`src/sv/vgm_command_stream_encoder_core_assert.svh`:
```
// Assertion macros for the VGM command stream encoder.
// Used by the top level; needs clk and arst_n in the including scope.
`ifndef VGM_COMMAND_STREAM_ENCODER_CORE_ASSERT_SVH
`define VGM_COMMAND_STREAM_ENCODER_CORE_ASSERT_SVH

// Same-cycle implication, disabled while reset is asserted.
`define VGMCSE_ASSERT_NOW(label, ante, cons, msg) \
	label: assert property (@(posedge clk) disable iff (!arst_n) (ante) |-> (cons)) \
		else $error(msg);

// Next-cycle implication, disabled while reset is asserted.
`define VGMCSE_ASSERT_NEXT(label, ante, cons, msg) \
	label: assert property (@(posedge clk) disable iff (!arst_n) (ante) |=> (cons)) \
		else $error(msg);

`endif

```
`src/sv/vgmcse_pkg.sv`:
```
// Shared types and constants for the VGM command stream encoder.
// No dependencies; used by the controller, datapath and top level.
package vgmcse_pkg;

	// Default width of the pending wait accumulator.
	localparam int PENDING_WAIT_BITS_DEF = 20;

	// Item modes.
	localparam logic [1:0] MODE_WAIT = 2'd0;
	localparam logic [1:0] MODE_AY   = 2'd1;
	localparam logic [1:0] MODE_YM   = 2'd2;
	localparam logic [1:0] MODE_END  = 2'd3;

	// Command bytes and wait constants.
	localparam logic [7:0]  CMD_WAIT_NTSC  = 8'h62;
	localparam logic [7:0]  CMD_WAIT_PAL   = 8'h63;
	localparam logic [7:0]  CMD_WAIT_SHORT = 8'h70;
	localparam logic [7:0]  CMD_WAIT_LONG  = 8'h61;
	localparam logic [7:0]  CMD_AY_WRITE   = 8'hA0;
	localparam logic [7:0]  CMD_YM_WRITE   = 8'h54;
	localparam logic [7:0]  BYTE_FULL      = 8'hFF;
	localparam int          WAIT_NTSC      = 735;
	localparam int          WAIT_PAL       = 882;
	localparam int          WAIT_SHORT_MAX = 16;
	localparam int          WAIT_CHUNK     = 65535;

	// Input item.
	typedef struct packed {
		logic [1:0]  mode;
		logic [15:0] wait_samples;
		logic [7:0]  reg_addr;
		logic [7:0]  reg_data;
	} item_t;

	// Result beat.
	typedef struct packed {
		logic [7:0]  out_byte;
		logic        last_of_run;
		logic [31:0] stream_bytes;
		logic [31:0] samples_total;
	} result_t;

	// Which byte the datapath places in the output register.
	typedef enum logic [2:0] {
		SEL_SHORT,
		SEL_LONG_CMD,
		SEL_LONG_LO,
		SEL_LONG_HI,
		SEL_CHIP_CMD,
		SEL_CHIP_ADDR,
		SEL_CHIP_DATA
	} sel_t;

	// Commands from the controller to the datapath.
	typedef struct packed {
		logic accept;
		logic emit;
		sel_t sel;
		logic last;
		logic chunk_step;
	} ctrl_cmd_t;

	// Status from the datapath to the controller.
	typedef struct packed {
		logic in_is_wait;
		logic in_is_write;
		logic pend_zero;
		logic pend_short;
		logic work_big;
		logic item_is_write;
		logic out_free;
	} dp_sts_t;

endpackage

```
`src/sv/vgmcse_dp.sv`:
```
// Datapath of the VGM command stream encoder: wait accumulator, counters,
// flush work register and the output register. Depends on vgmcse_pkg.
module vgmcse_dp #(
	parameter int PENDING_WAIT_BITS = vgmcse_pkg::PENDING_WAIT_BITS_DEF
) (
	input  logic                  clk,
	input  logic                  arst_n,
	input  vgmcse_pkg::item_t     item,
	output logic                  result_valid,
	input  logic                  result_stall,
	output vgmcse_pkg::result_t   result,
	input  vgmcse_pkg::ctrl_cmd_t cmd,
	output vgmcse_pkg::dp_sts_t   sts
);

	localparam int P = PENDING_WAIT_BITS;

	logic [P-1:0]  pending_q;
	logic [P-1:0]  work_q;
	logic [1:0]    mode_q;
	logic [7:0]    addr_q;
	logic [7:0]    data_q;
	logic [31:0]   sample_count_q;
	logic [31:0]   byte_count_q;
	logic          out_valid_q;
	vgmcse_pkg::result_t out_q;

	logic [P:0]    sum;
	logic [P-1:0]  pend_next;
	logic [P-1:0]  work_dec;
	logic [7:0]    byte_mux;
	logic [31:0]   byte_count_inc;

	// Saturating add of the new wait to the pending wait.
	assign sum       = {1'b0, pending_q} + (P+1)'(item.wait_samples);
	assign pend_next = sum[P] ? {P{1'b1}} : sum[P-1:0];
	assign work_dec  = work_q - P'(1);
	assign byte_count_inc = byte_count_q + 32'd1;

	// Status for the controller.
	always_comb begin
		sts.in_is_wait    = (item.mode == vgmcse_pkg::MODE_WAIT);
		sts.in_is_write   = (item.mode == vgmcse_pkg::MODE_AY) ||
			(item.mode == vgmcse_pkg::MODE_YM);
		sts.pend_zero     = (pending_q == '0);
		sts.pend_short    = (pending_q == P'(vgmcse_pkg::WAIT_NTSC)) ||
			(pending_q == P'(vgmcse_pkg::WAIT_PAL)) ||
			(pending_q <= P'(vgmcse_pkg::WAIT_SHORT_MAX));
		sts.work_big      = (work_q > P'(vgmcse_pkg::WAIT_CHUNK));
		sts.item_is_write = (mode_q == vgmcse_pkg::MODE_AY) ||
			(mode_q == vgmcse_pkg::MODE_YM);
		sts.out_free      = !out_valid_q || !result_stall;
	end

	// Byte selection for the next beat.
	always_comb begin
		case (cmd.sel)
			vgmcse_pkg::SEL_SHORT: begin
				if (work_q == P'(vgmcse_pkg::WAIT_NTSC)) begin
					byte_mux = vgmcse_pkg::CMD_WAIT_NTSC;
				end else if (work_q == P'(vgmcse_pkg::WAIT_PAL)) begin
					byte_mux = vgmcse_pkg::CMD_WAIT_PAL;
				end else begin
					byte_mux = vgmcse_pkg::CMD_WAIT_SHORT | {4'd0, work_dec[3:0]};
				end
			end
			vgmcse_pkg::SEL_LONG_CMD: byte_mux = vgmcse_pkg::CMD_WAIT_LONG;
			vgmcse_pkg::SEL_LONG_LO:
				byte_mux = sts.work_big ? vgmcse_pkg::BYTE_FULL : work_q[7:0];
			vgmcse_pkg::SEL_LONG_HI:
				byte_mux = sts.work_big ? vgmcse_pkg::BYTE_FULL : work_q[15:8];
			vgmcse_pkg::SEL_CHIP_CMD:
				byte_mux = (mode_q == vgmcse_pkg::MODE_AY) ?
					vgmcse_pkg::CMD_AY_WRITE : vgmcse_pkg::CMD_YM_WRITE;
			vgmcse_pkg::SEL_CHIP_ADDR: byte_mux = addr_q;
			vgmcse_pkg::SEL_CHIP_DATA: byte_mux = data_q;
			default: byte_mux = data_q;
		endcase
	end

	// Control registers: pending wait, counters and output valid.
	always_ff @(posedge clk or negedge arst_n) begin
		if (!arst_n) begin
			pending_q      <= '0;
			sample_count_q <= '0;
			byte_count_q   <= '0;
			out_valid_q    <= 1'b0;
		end else begin
			if (cmd.accept) begin
				if (sts.in_is_wait) begin
					pending_q      <= pend_next;
					sample_count_q <= sample_count_q + 32'(item.wait_samples);
				end else begin
					pending_q <= '0;
				end
			end
			if (cmd.emit) begin
				byte_count_q <= byte_count_inc;
				out_valid_q  <= 1'b1;
			end else if (!result_stall) begin
				out_valid_q <= 1'b0;
			end
		end
	end

	// Payload registers: latched item, flush work value and output beat.
	always_ff @(posedge clk) begin
		if (cmd.accept && !sts.in_is_wait) begin
			work_q <= pending_q;
			mode_q <= item.mode;
			addr_q <= item.reg_addr;
			data_q <= item.reg_data;
		end else if (cmd.chunk_step) begin
			work_q <= work_q - P'(vgmcse_pkg::WAIT_CHUNK);
		end
		if (cmd.emit) begin
			out_q.out_byte      <= byte_mux;
			out_q.last_of_run   <= cmd.last;
			out_q.stream_bytes  <= byte_count_inc;
			out_q.samples_total <= sample_count_q;
		end
	end

	assign result_valid = out_valid_q;
	assign result       = out_q;

endmodule

```
`src/sv/vgmcse_ctrl.sv`:
```
// Controller state machine of the VGM command stream encoder: sequences the
// wait flush and chip write bytes. Depends on vgmcse_pkg.
module vgmcse_ctrl (
	input  logic                  clk,
	input  logic                  arst_n,
	input  logic                  item_valid,
	output logic                  item_stall,
	input  vgmcse_pkg::dp_sts_t   sts,
	output vgmcse_pkg::ctrl_cmd_t cmd
);

	typedef enum logic [2:0] {
		ST_IDLE,
		ST_SHORT,
		ST_LONG_CMD,
		ST_LONG_LO,
		ST_LONG_HI,
		ST_CHIP_CMD,
		ST_CHIP_ADDR,
		ST_CHIP_DATA
	} state_t;

	state_t state_q;
	state_t state_next;

	assign item_stall = (state_q != ST_IDLE);

	// Next state and datapath commands.
	always_comb begin
		state_next     = state_q;
		cmd.accept     = 1'b0;
		cmd.emit       = 1'b0;
		cmd.sel        = vgmcse_pkg::SEL_SHORT;
		cmd.last       = 1'b0;
		cmd.chunk_step = 1'b0;
		case (state_q)
			ST_IDLE: begin
				if (item_valid) begin
					cmd.accept = 1'b1;
					if (!sts.in_is_wait) begin
						if (!sts.pend_zero) begin
							state_next = sts.pend_short ? ST_SHORT : ST_LONG_CMD;
						end else if (sts.in_is_write) begin
							state_next = ST_CHIP_CMD;
						end
					end
				end
			end
			ST_SHORT: begin
				cmd.sel = vgmcse_pkg::SEL_SHORT;
				if (sts.out_free) begin
					cmd.emit   = 1'b1;
					cmd.last   = !sts.item_is_write;
					state_next = sts.item_is_write ? ST_CHIP_CMD : ST_IDLE;
				end
			end
			ST_LONG_CMD: begin
				cmd.sel = vgmcse_pkg::SEL_LONG_CMD;
				if (sts.out_free) begin
					cmd.emit   = 1'b1;
					state_next = ST_LONG_LO;
				end
			end
			ST_LONG_LO: begin
				cmd.sel = vgmcse_pkg::SEL_LONG_LO;
				if (sts.out_free) begin
					cmd.emit   = 1'b1;
					state_next = ST_LONG_HI;
				end
			end
			ST_LONG_HI: begin
				cmd.sel = vgmcse_pkg::SEL_LONG_HI;
				if (sts.out_free) begin
					cmd.emit = 1'b1;
					if (sts.work_big) begin
						cmd.chunk_step = 1'b1;
						state_next     = ST_LONG_CMD;
					end else begin
						cmd.last   = !sts.item_is_write;
						state_next = sts.item_is_write ? ST_CHIP_CMD : ST_IDLE;
					end
				end
			end
			ST_CHIP_CMD: begin
				cmd.sel = vgmcse_pkg::SEL_CHIP_CMD;
				if (sts.out_free) begin
					cmd.emit   = 1'b1;
					state_next = ST_CHIP_ADDR;
				end
			end
			ST_CHIP_ADDR: begin
				cmd.sel = vgmcse_pkg::SEL_CHIP_ADDR;
				if (sts.out_free) begin
					cmd.emit   = 1'b1;
					state_next = ST_CHIP_DATA;
				end
			end
			ST_CHIP_DATA: begin
				cmd.sel = vgmcse_pkg::SEL_CHIP_DATA;
				if (sts.out_free) begin
					cmd.emit   = 1'b1;
					cmd.last   = 1'b1;
					state_next = ST_IDLE;
				end
			end
			default: begin
				state_next = ST_IDLE;
			end
		endcase
	end

	// State register.
	always_ff @(posedge clk or negedge arst_n) begin
		if (!arst_n) begin
			state_q <= ST_IDLE;
		end else begin
			state_q <= state_next;
		end
	end

endmodule

```
`src/sv/vgm_command_stream_encoder_core.sv`:
```
// VGM command stream encoder, top level: controller plus datapath.
// A wait item is accepted and added to the pending wait. A write or end item is accepted,
// then its bytes are emitted (0, 1 or 3 per chunk of flush, 3 for a write).
// The first beat of an item passes the state register and then the output register
// before it is valid, and a stalled output holds the controller on its current byte.
// Asynchronous active-low reset clears the pending wait and both counters.
module vgm_command_stream_encoder_core #(
	parameter int PENDING_WAIT_BITS = vgmcse_pkg::PENDING_WAIT_BITS_DEF
) (
	input  logic                clk,
	input  logic                arst_n,
	input  logic                item_valid,
	output logic                item_stall,
	input  vgmcse_pkg::item_t   item,
	output logic                result_valid,
	input  logic                result_stall,
	output vgmcse_pkg::result_t result
);

`include "vgm_command_stream_encoder_core_assert.svh"

	vgmcse_pkg::ctrl_cmd_t cmd;
	vgmcse_pkg::dp_sts_t   sts;

	// Sequencer.
	vgmcse_ctrl u_ctrl (
		.clk        (clk),
		.arst_n     (arst_n),
		.item_valid (item_valid),
		.item_stall (item_stall),
		.sts        (sts),
		.cmd        (cmd)
	);

	// Accumulators, counters and output register.
	vgmcse_dp #(
		.PENDING_WAIT_BITS (PENDING_WAIT_BITS)
	) u_dp (
		.clk          (clk),
		.arst_n       (arst_n),
		.item         (item),
		.result_valid (result_valid),
		.result_stall (result_stall),
		.result       (result),
		.cmd          (cmd),
		.sts          (sts)
	);

	// A beat is loaded only when the output register can take it.
	`VGMCSE_ASSERT_NOW(a_emit_free, cmd.emit, sts.out_free, "beat loaded into a full output")
	// An item is never taken while a byte is being emitted.
	`VGMCSE_ASSERT_NOW(a_accept_quiet, item_valid && !item_stall, !cmd.emit,
		"item accepted during emission")
	// Every loaded beat shows up valid with the byte count advanced by one.
	`VGMCSE_ASSERT_NEXT(a_emit_count, cmd.emit,
		result_valid && (result.stream_bytes == $past(result.stream_bytes) + 32'd1) ||
		result_valid && $past(!result_valid),
		"emitted beat has wrong byte count")

endmodule
```
`config.mk`:
```
export PLATFORM = sky130hd
export DESIGN_NAME = vgm_command_stream_encoder_core
export DESIGN_NICKNAME = d
export VERILOG_FILES = /design/src/sv/vgmcse_pkg.sv /design/src/sv/vgmcse_dp.sv /design/src/sv/vgmcse_ctrl.sv /design/src/sv/vgm_command_stream_encoder_core.sv
export VERILOG_INCLUDE_DIRS = /design/src /design/src/sv
export SDC_FILE = /design/constraint.sdc
export NUM_CORES = 1
export LEC_CHECK = 0
export ABC_CLOCK_PERIOD_IN_PS = 3400
export BUFFER_PORTS_ARGS = -buffer_cell sky130_fd_sc_hd__buf_2
export CORE_MARGIN = 5
export CORE_UTILIZATION = 50
export DETAILED_ROUTE_END_ITERATION = 12
export GPL_TIMING_DRIVEN = 0
export PLACE_DENSITY = 0.7
export SYNTH_ARGS = -nofsm -noshare
export SYNTH_HDL_FRONTEND = slang
export SYNTH_HIERARCHICAL = 1
export SYNTH_SLANG_ARGS = --single-unit
```
`constraint.sdc`:
```
create_clock -name clk -period 3.4 [get_ports clk]
set_clock_uncertainty 0.15 [all_clocks]
set_input_delay 0.85 -clock clk [delete_from_list [all_inputs] [get_ports clk]]
set_output_delay 0.85 -clock clk [all_outputs]
set_load 0.01 [all_outputs]
```
==> flow_metrics.py <==
metrics = {
    "critical_path": {
        "r2r_start": "u_ctrl/state_q[0]$_DFFE_PN0P_",
        "regToRegSetupSlack_ns": 0.30,
        "crit_chain": "buf_2, ha_1, inv_1, fa_1, nand2b_1, a21oi_1, nor2_1, o21ai_1, a41oi_1, nor4_1, xor2_1",
        "arrival_ns": 3.33,
        "r2r_end": "u_dp/work_q[3]$_DFFE_PP_",
        "cp-startpoint": "item[16]",
        "cp-start-kind": "input port",
        "crit_slowest_cell": "a41oi_1",
        "critPathMaxFanout": 8,
        "cp_num_cells": 11,
        "slowest_delay_ns": 0.45,
        "path_buf_inv": 2,
        "required_ns": 3.61,
        "cp-endpoint": "u_dp/sample_count_q[22]$_DFFE_PN0P_",
        "path_class": "in -> reg",
        "crit_family": "compound AO/OA/AOI/OAI gates",
        "reg2reg_depth": 6,
        "endpoint_kind": "flop",
    },
    "place": {
        "io_buffers": 112,
        "place_area_um2": 11300,
        "place_hpwl_mm": 16.0,
        "dpl.cell_count": 1330,
        "gp_congestion": 0.847,
    },
    "synth": {
        "synth_edf_count": 111,
        "yosys.area.top_type": "edfxtp_1",
        "yosysSeqAreaShare_pct": 53.6,
        "synth_most_common_cell": "edfxtp_1",
        "ys_ff_latch": 199,
        "syn_avg_cell_area_um2": 10.9,
        "ys_warn_count": 6,
        "synthesis.area_um2": 10300,
        "synthesis.nets": 1025,
        "synth_common_cells": "edfxtp_1, nand2_1, dfrtp_1, xnor2_1, nor2_1",
        "ys_top_cells_by_area": "edfxtp_1, dfrtp_1, xnor2_1, ha_1, xor2_1",
        "synth_cell_types": 73,
        "synth_top_area_share_pct": 32.3,
        "async_flop_share_pct": 44.2,
        "synthCells": 947,
        "synthFlopType": "edfxtp_1",
    },
    "timing": {
        "hold_viol_final": 0,
        "maxSlewViolCount": 0,
        "finalCriticalPeriod_ns": 3.12,
        "timing.final.crit_share_pct": 91.9,
        "max_slew_margin_pct": 27.3,
        "worst_pin_slew_ns": 1.09,
        "rsz0062_at_grt": "false",
        "setup_viol": 0,
        "fmax_mhz": 320,
    },
    "drt": {
        "wl_per_cell_um": 16.5,
        "wl_mm": 22.4,
        "via_per_inst": 5.48,
        "drt_pre_antenna_iters": 5,
        "drc": 0,
        "vias": 7459,
        "ant_nets": 0,
        "drtIter0Drc": 437,
    },
    "run": {
        "max_cap_viol_count": 0,
    },
    "status": {
        "status": "completed",
    },
    "clock_tree": {
        "h-tree-depth": 4,
        "root_buffer": "clkbuf_16",
        "clk_latency_ns": 0.43,
        "numCtsBuffers": 17,
        "tritoncts": "yes",
        "clock_path_buffers": 2,
        "cts_sinks": 199,
        "clkTransAtPathRegs_ns": 0.07,
    },
    "power": {
        "power.leakage_nw": 5.17,
        "vdd_ir_drop_max_v": 0.000502,
        "pwr_density_cell_nw_per_um2": 820,
    },
    "global_route": {
        "overflow": 0,
        "grt_max_degree": 80,
        "antenna_found_initial": 2,
        "grt_pass1_wl_mm": 37.0,
        "grt_pass1_vias": 7294,
        "grt_usage_pct": 19.2,
    },
    "die": {
        "die_h_um": 154,
        "die_area_um2": 23600,
        "row_count": 52,
        "die_x_um": 154,
        "core-area_um2": 20300,
        "boundaryPins": 113,
        "start_util_pct": 50.9,
    },
    "layout": {
        "drive_gt1_share_pct": 15.9,
        "regArea_um2": 5540,
        "insertedDiodeCount": 0,
        "fin_cells": 1362,
        "final_nets": 1157,
        "fillerInstances": 1747,
        "design_area_um2": 11800,
        "fin_util_pct": 58.3,
        "syn2layout_area_growth_pct": 14.6,
        "multi_input_area_um2": 4540,
    },
    "min_path": {
        "worstHoldPathType": "in -> async",
    },
}
cell type report:
| class | instances | area share [%] |
|---|---|---|
| Buffer | 34 | 1.30 |
| Clock buffer | 21 | 3.90 |
| Clock inverter | 11 | 0.930 |
| Inverter | 28 | 0.888 |
| Multi-Input combinational cell | 686 | 38.4 |
| Sequential cell | 199 | 46.8 |
| Tap cell | 270 | 2.85 |
| Timing Repair Buffer | 113 | 4.99 |
where the power goes:
group / internal (mW) / total [mW] / switching, mW
registers: 3.47 / 3.96 / 0.481
logic: 1.52 / 3.78 / 2.26
clock network: 1.07 / 1.97 / 0.902
total: 6.06 / 9.71 / 3.64
stage by stage:
stage	setup slack, ns	power [mW]	TNS [ns]	hold WS [ns]
6_report	0.277	9.71	0	0.269
4_1_cts	0.134	9.76	0	0.278
5_1_grt	0.0357	10.4	0	0.302
2_1_floorplan	0.362	6.57	0	0.291
3_3_place_gp	-0.515	7.67	-12.37	0.307
3_5_place_dp	-0.141	7.74	-0.969	0.319
per-layer routing:
metal | vias up | track usage [%] | part of all wire (%)
li1 | 3689 | - | -
met1 | 3548 | 26.6 | 46
met2 | 192 | 31.4 | 47
met3 | 26 | 3.88 | 5.5
met4 | 4 | 4.92 | 1.4
met5 | - | 0 | 0.094
flip-flops by register name, indices dropped and copies added (netlist names):
signal,count
u_dp/addr_q,8
u_dp/work_q,20
u_dp/byte_count_q,32
u_dp/result,73
u_dp/data_q,8
u_dp/mode_q,2
u_dp/result_valid,1
u_ctrl/state_q,3
u_dp/sample_count_q,32
u_dp/pending_q,20
how the worst min path moves through the flow:
stage	startpoint	to	slack, ns	depth (start not counted)
floorplan	u_dp/sample_count_q[31]$_DFFE_PN0P_	u_dp/sample_count_q[31]$_DFFE_PN0P_	0.29	1
global placement	u_dp/sample_count_q[31]$_DFFE_PN0P_	u_dp/sample_count_q[31]$_DFFE_PN0P_	0.31	1
detailed placement	u_dp/sample_count_q[9]$_DFFE_PN0P_	u_dp/result[9]$_DFFE_PP_	0.32	0
CTS	arst_n	u_dp/sample_count_q[11]$_DFFE_PN0P_	0.28	1
global route	arst_n	u_dp/sample_count_q[26]$_DFFE_PN0P_	0.30	1
finish	arst_n	u_dp/sample_count_q[27]$_DFFE_PN0P_	0.27	1
placed cells by master, fill, tap and decap left out, types with 19 or more instances in the layout:
cell,count
nand2_1,100
edfxtp_1,111
o21ai_0,41
inv_1,28
ha_1,38
nand3_1,46
xor2_1,51
a21oi_1,48
and3_1,24
nor2_1,69
xnor2_1,73
dfrtp_1,88
clkbuf_1,26
nand4_1,19
buf_2,114
kinds of logic (layout without fill, tap and decap cells):
kind of cell,count (synthesis),after routing,synth area share (%)
AOI/OAI and AO/OA,177,177,11.1
and+or+nand+nor,328,328,15.6
muxes,17,17,1.82
xor gates and xnor gates,124,124,10.5
DFF,199,199,53.6
buffers and inverters,62,207,2.47
adders and majority gates,40,40,4.99
repair_timing:
action                                  CTS  global route
hold buffers                              0             0
endpoints found under the setup margin    0            22
gates resized for setup                   0             2
setup buffers                             0             0
Power figures use the tool's default switching activity.
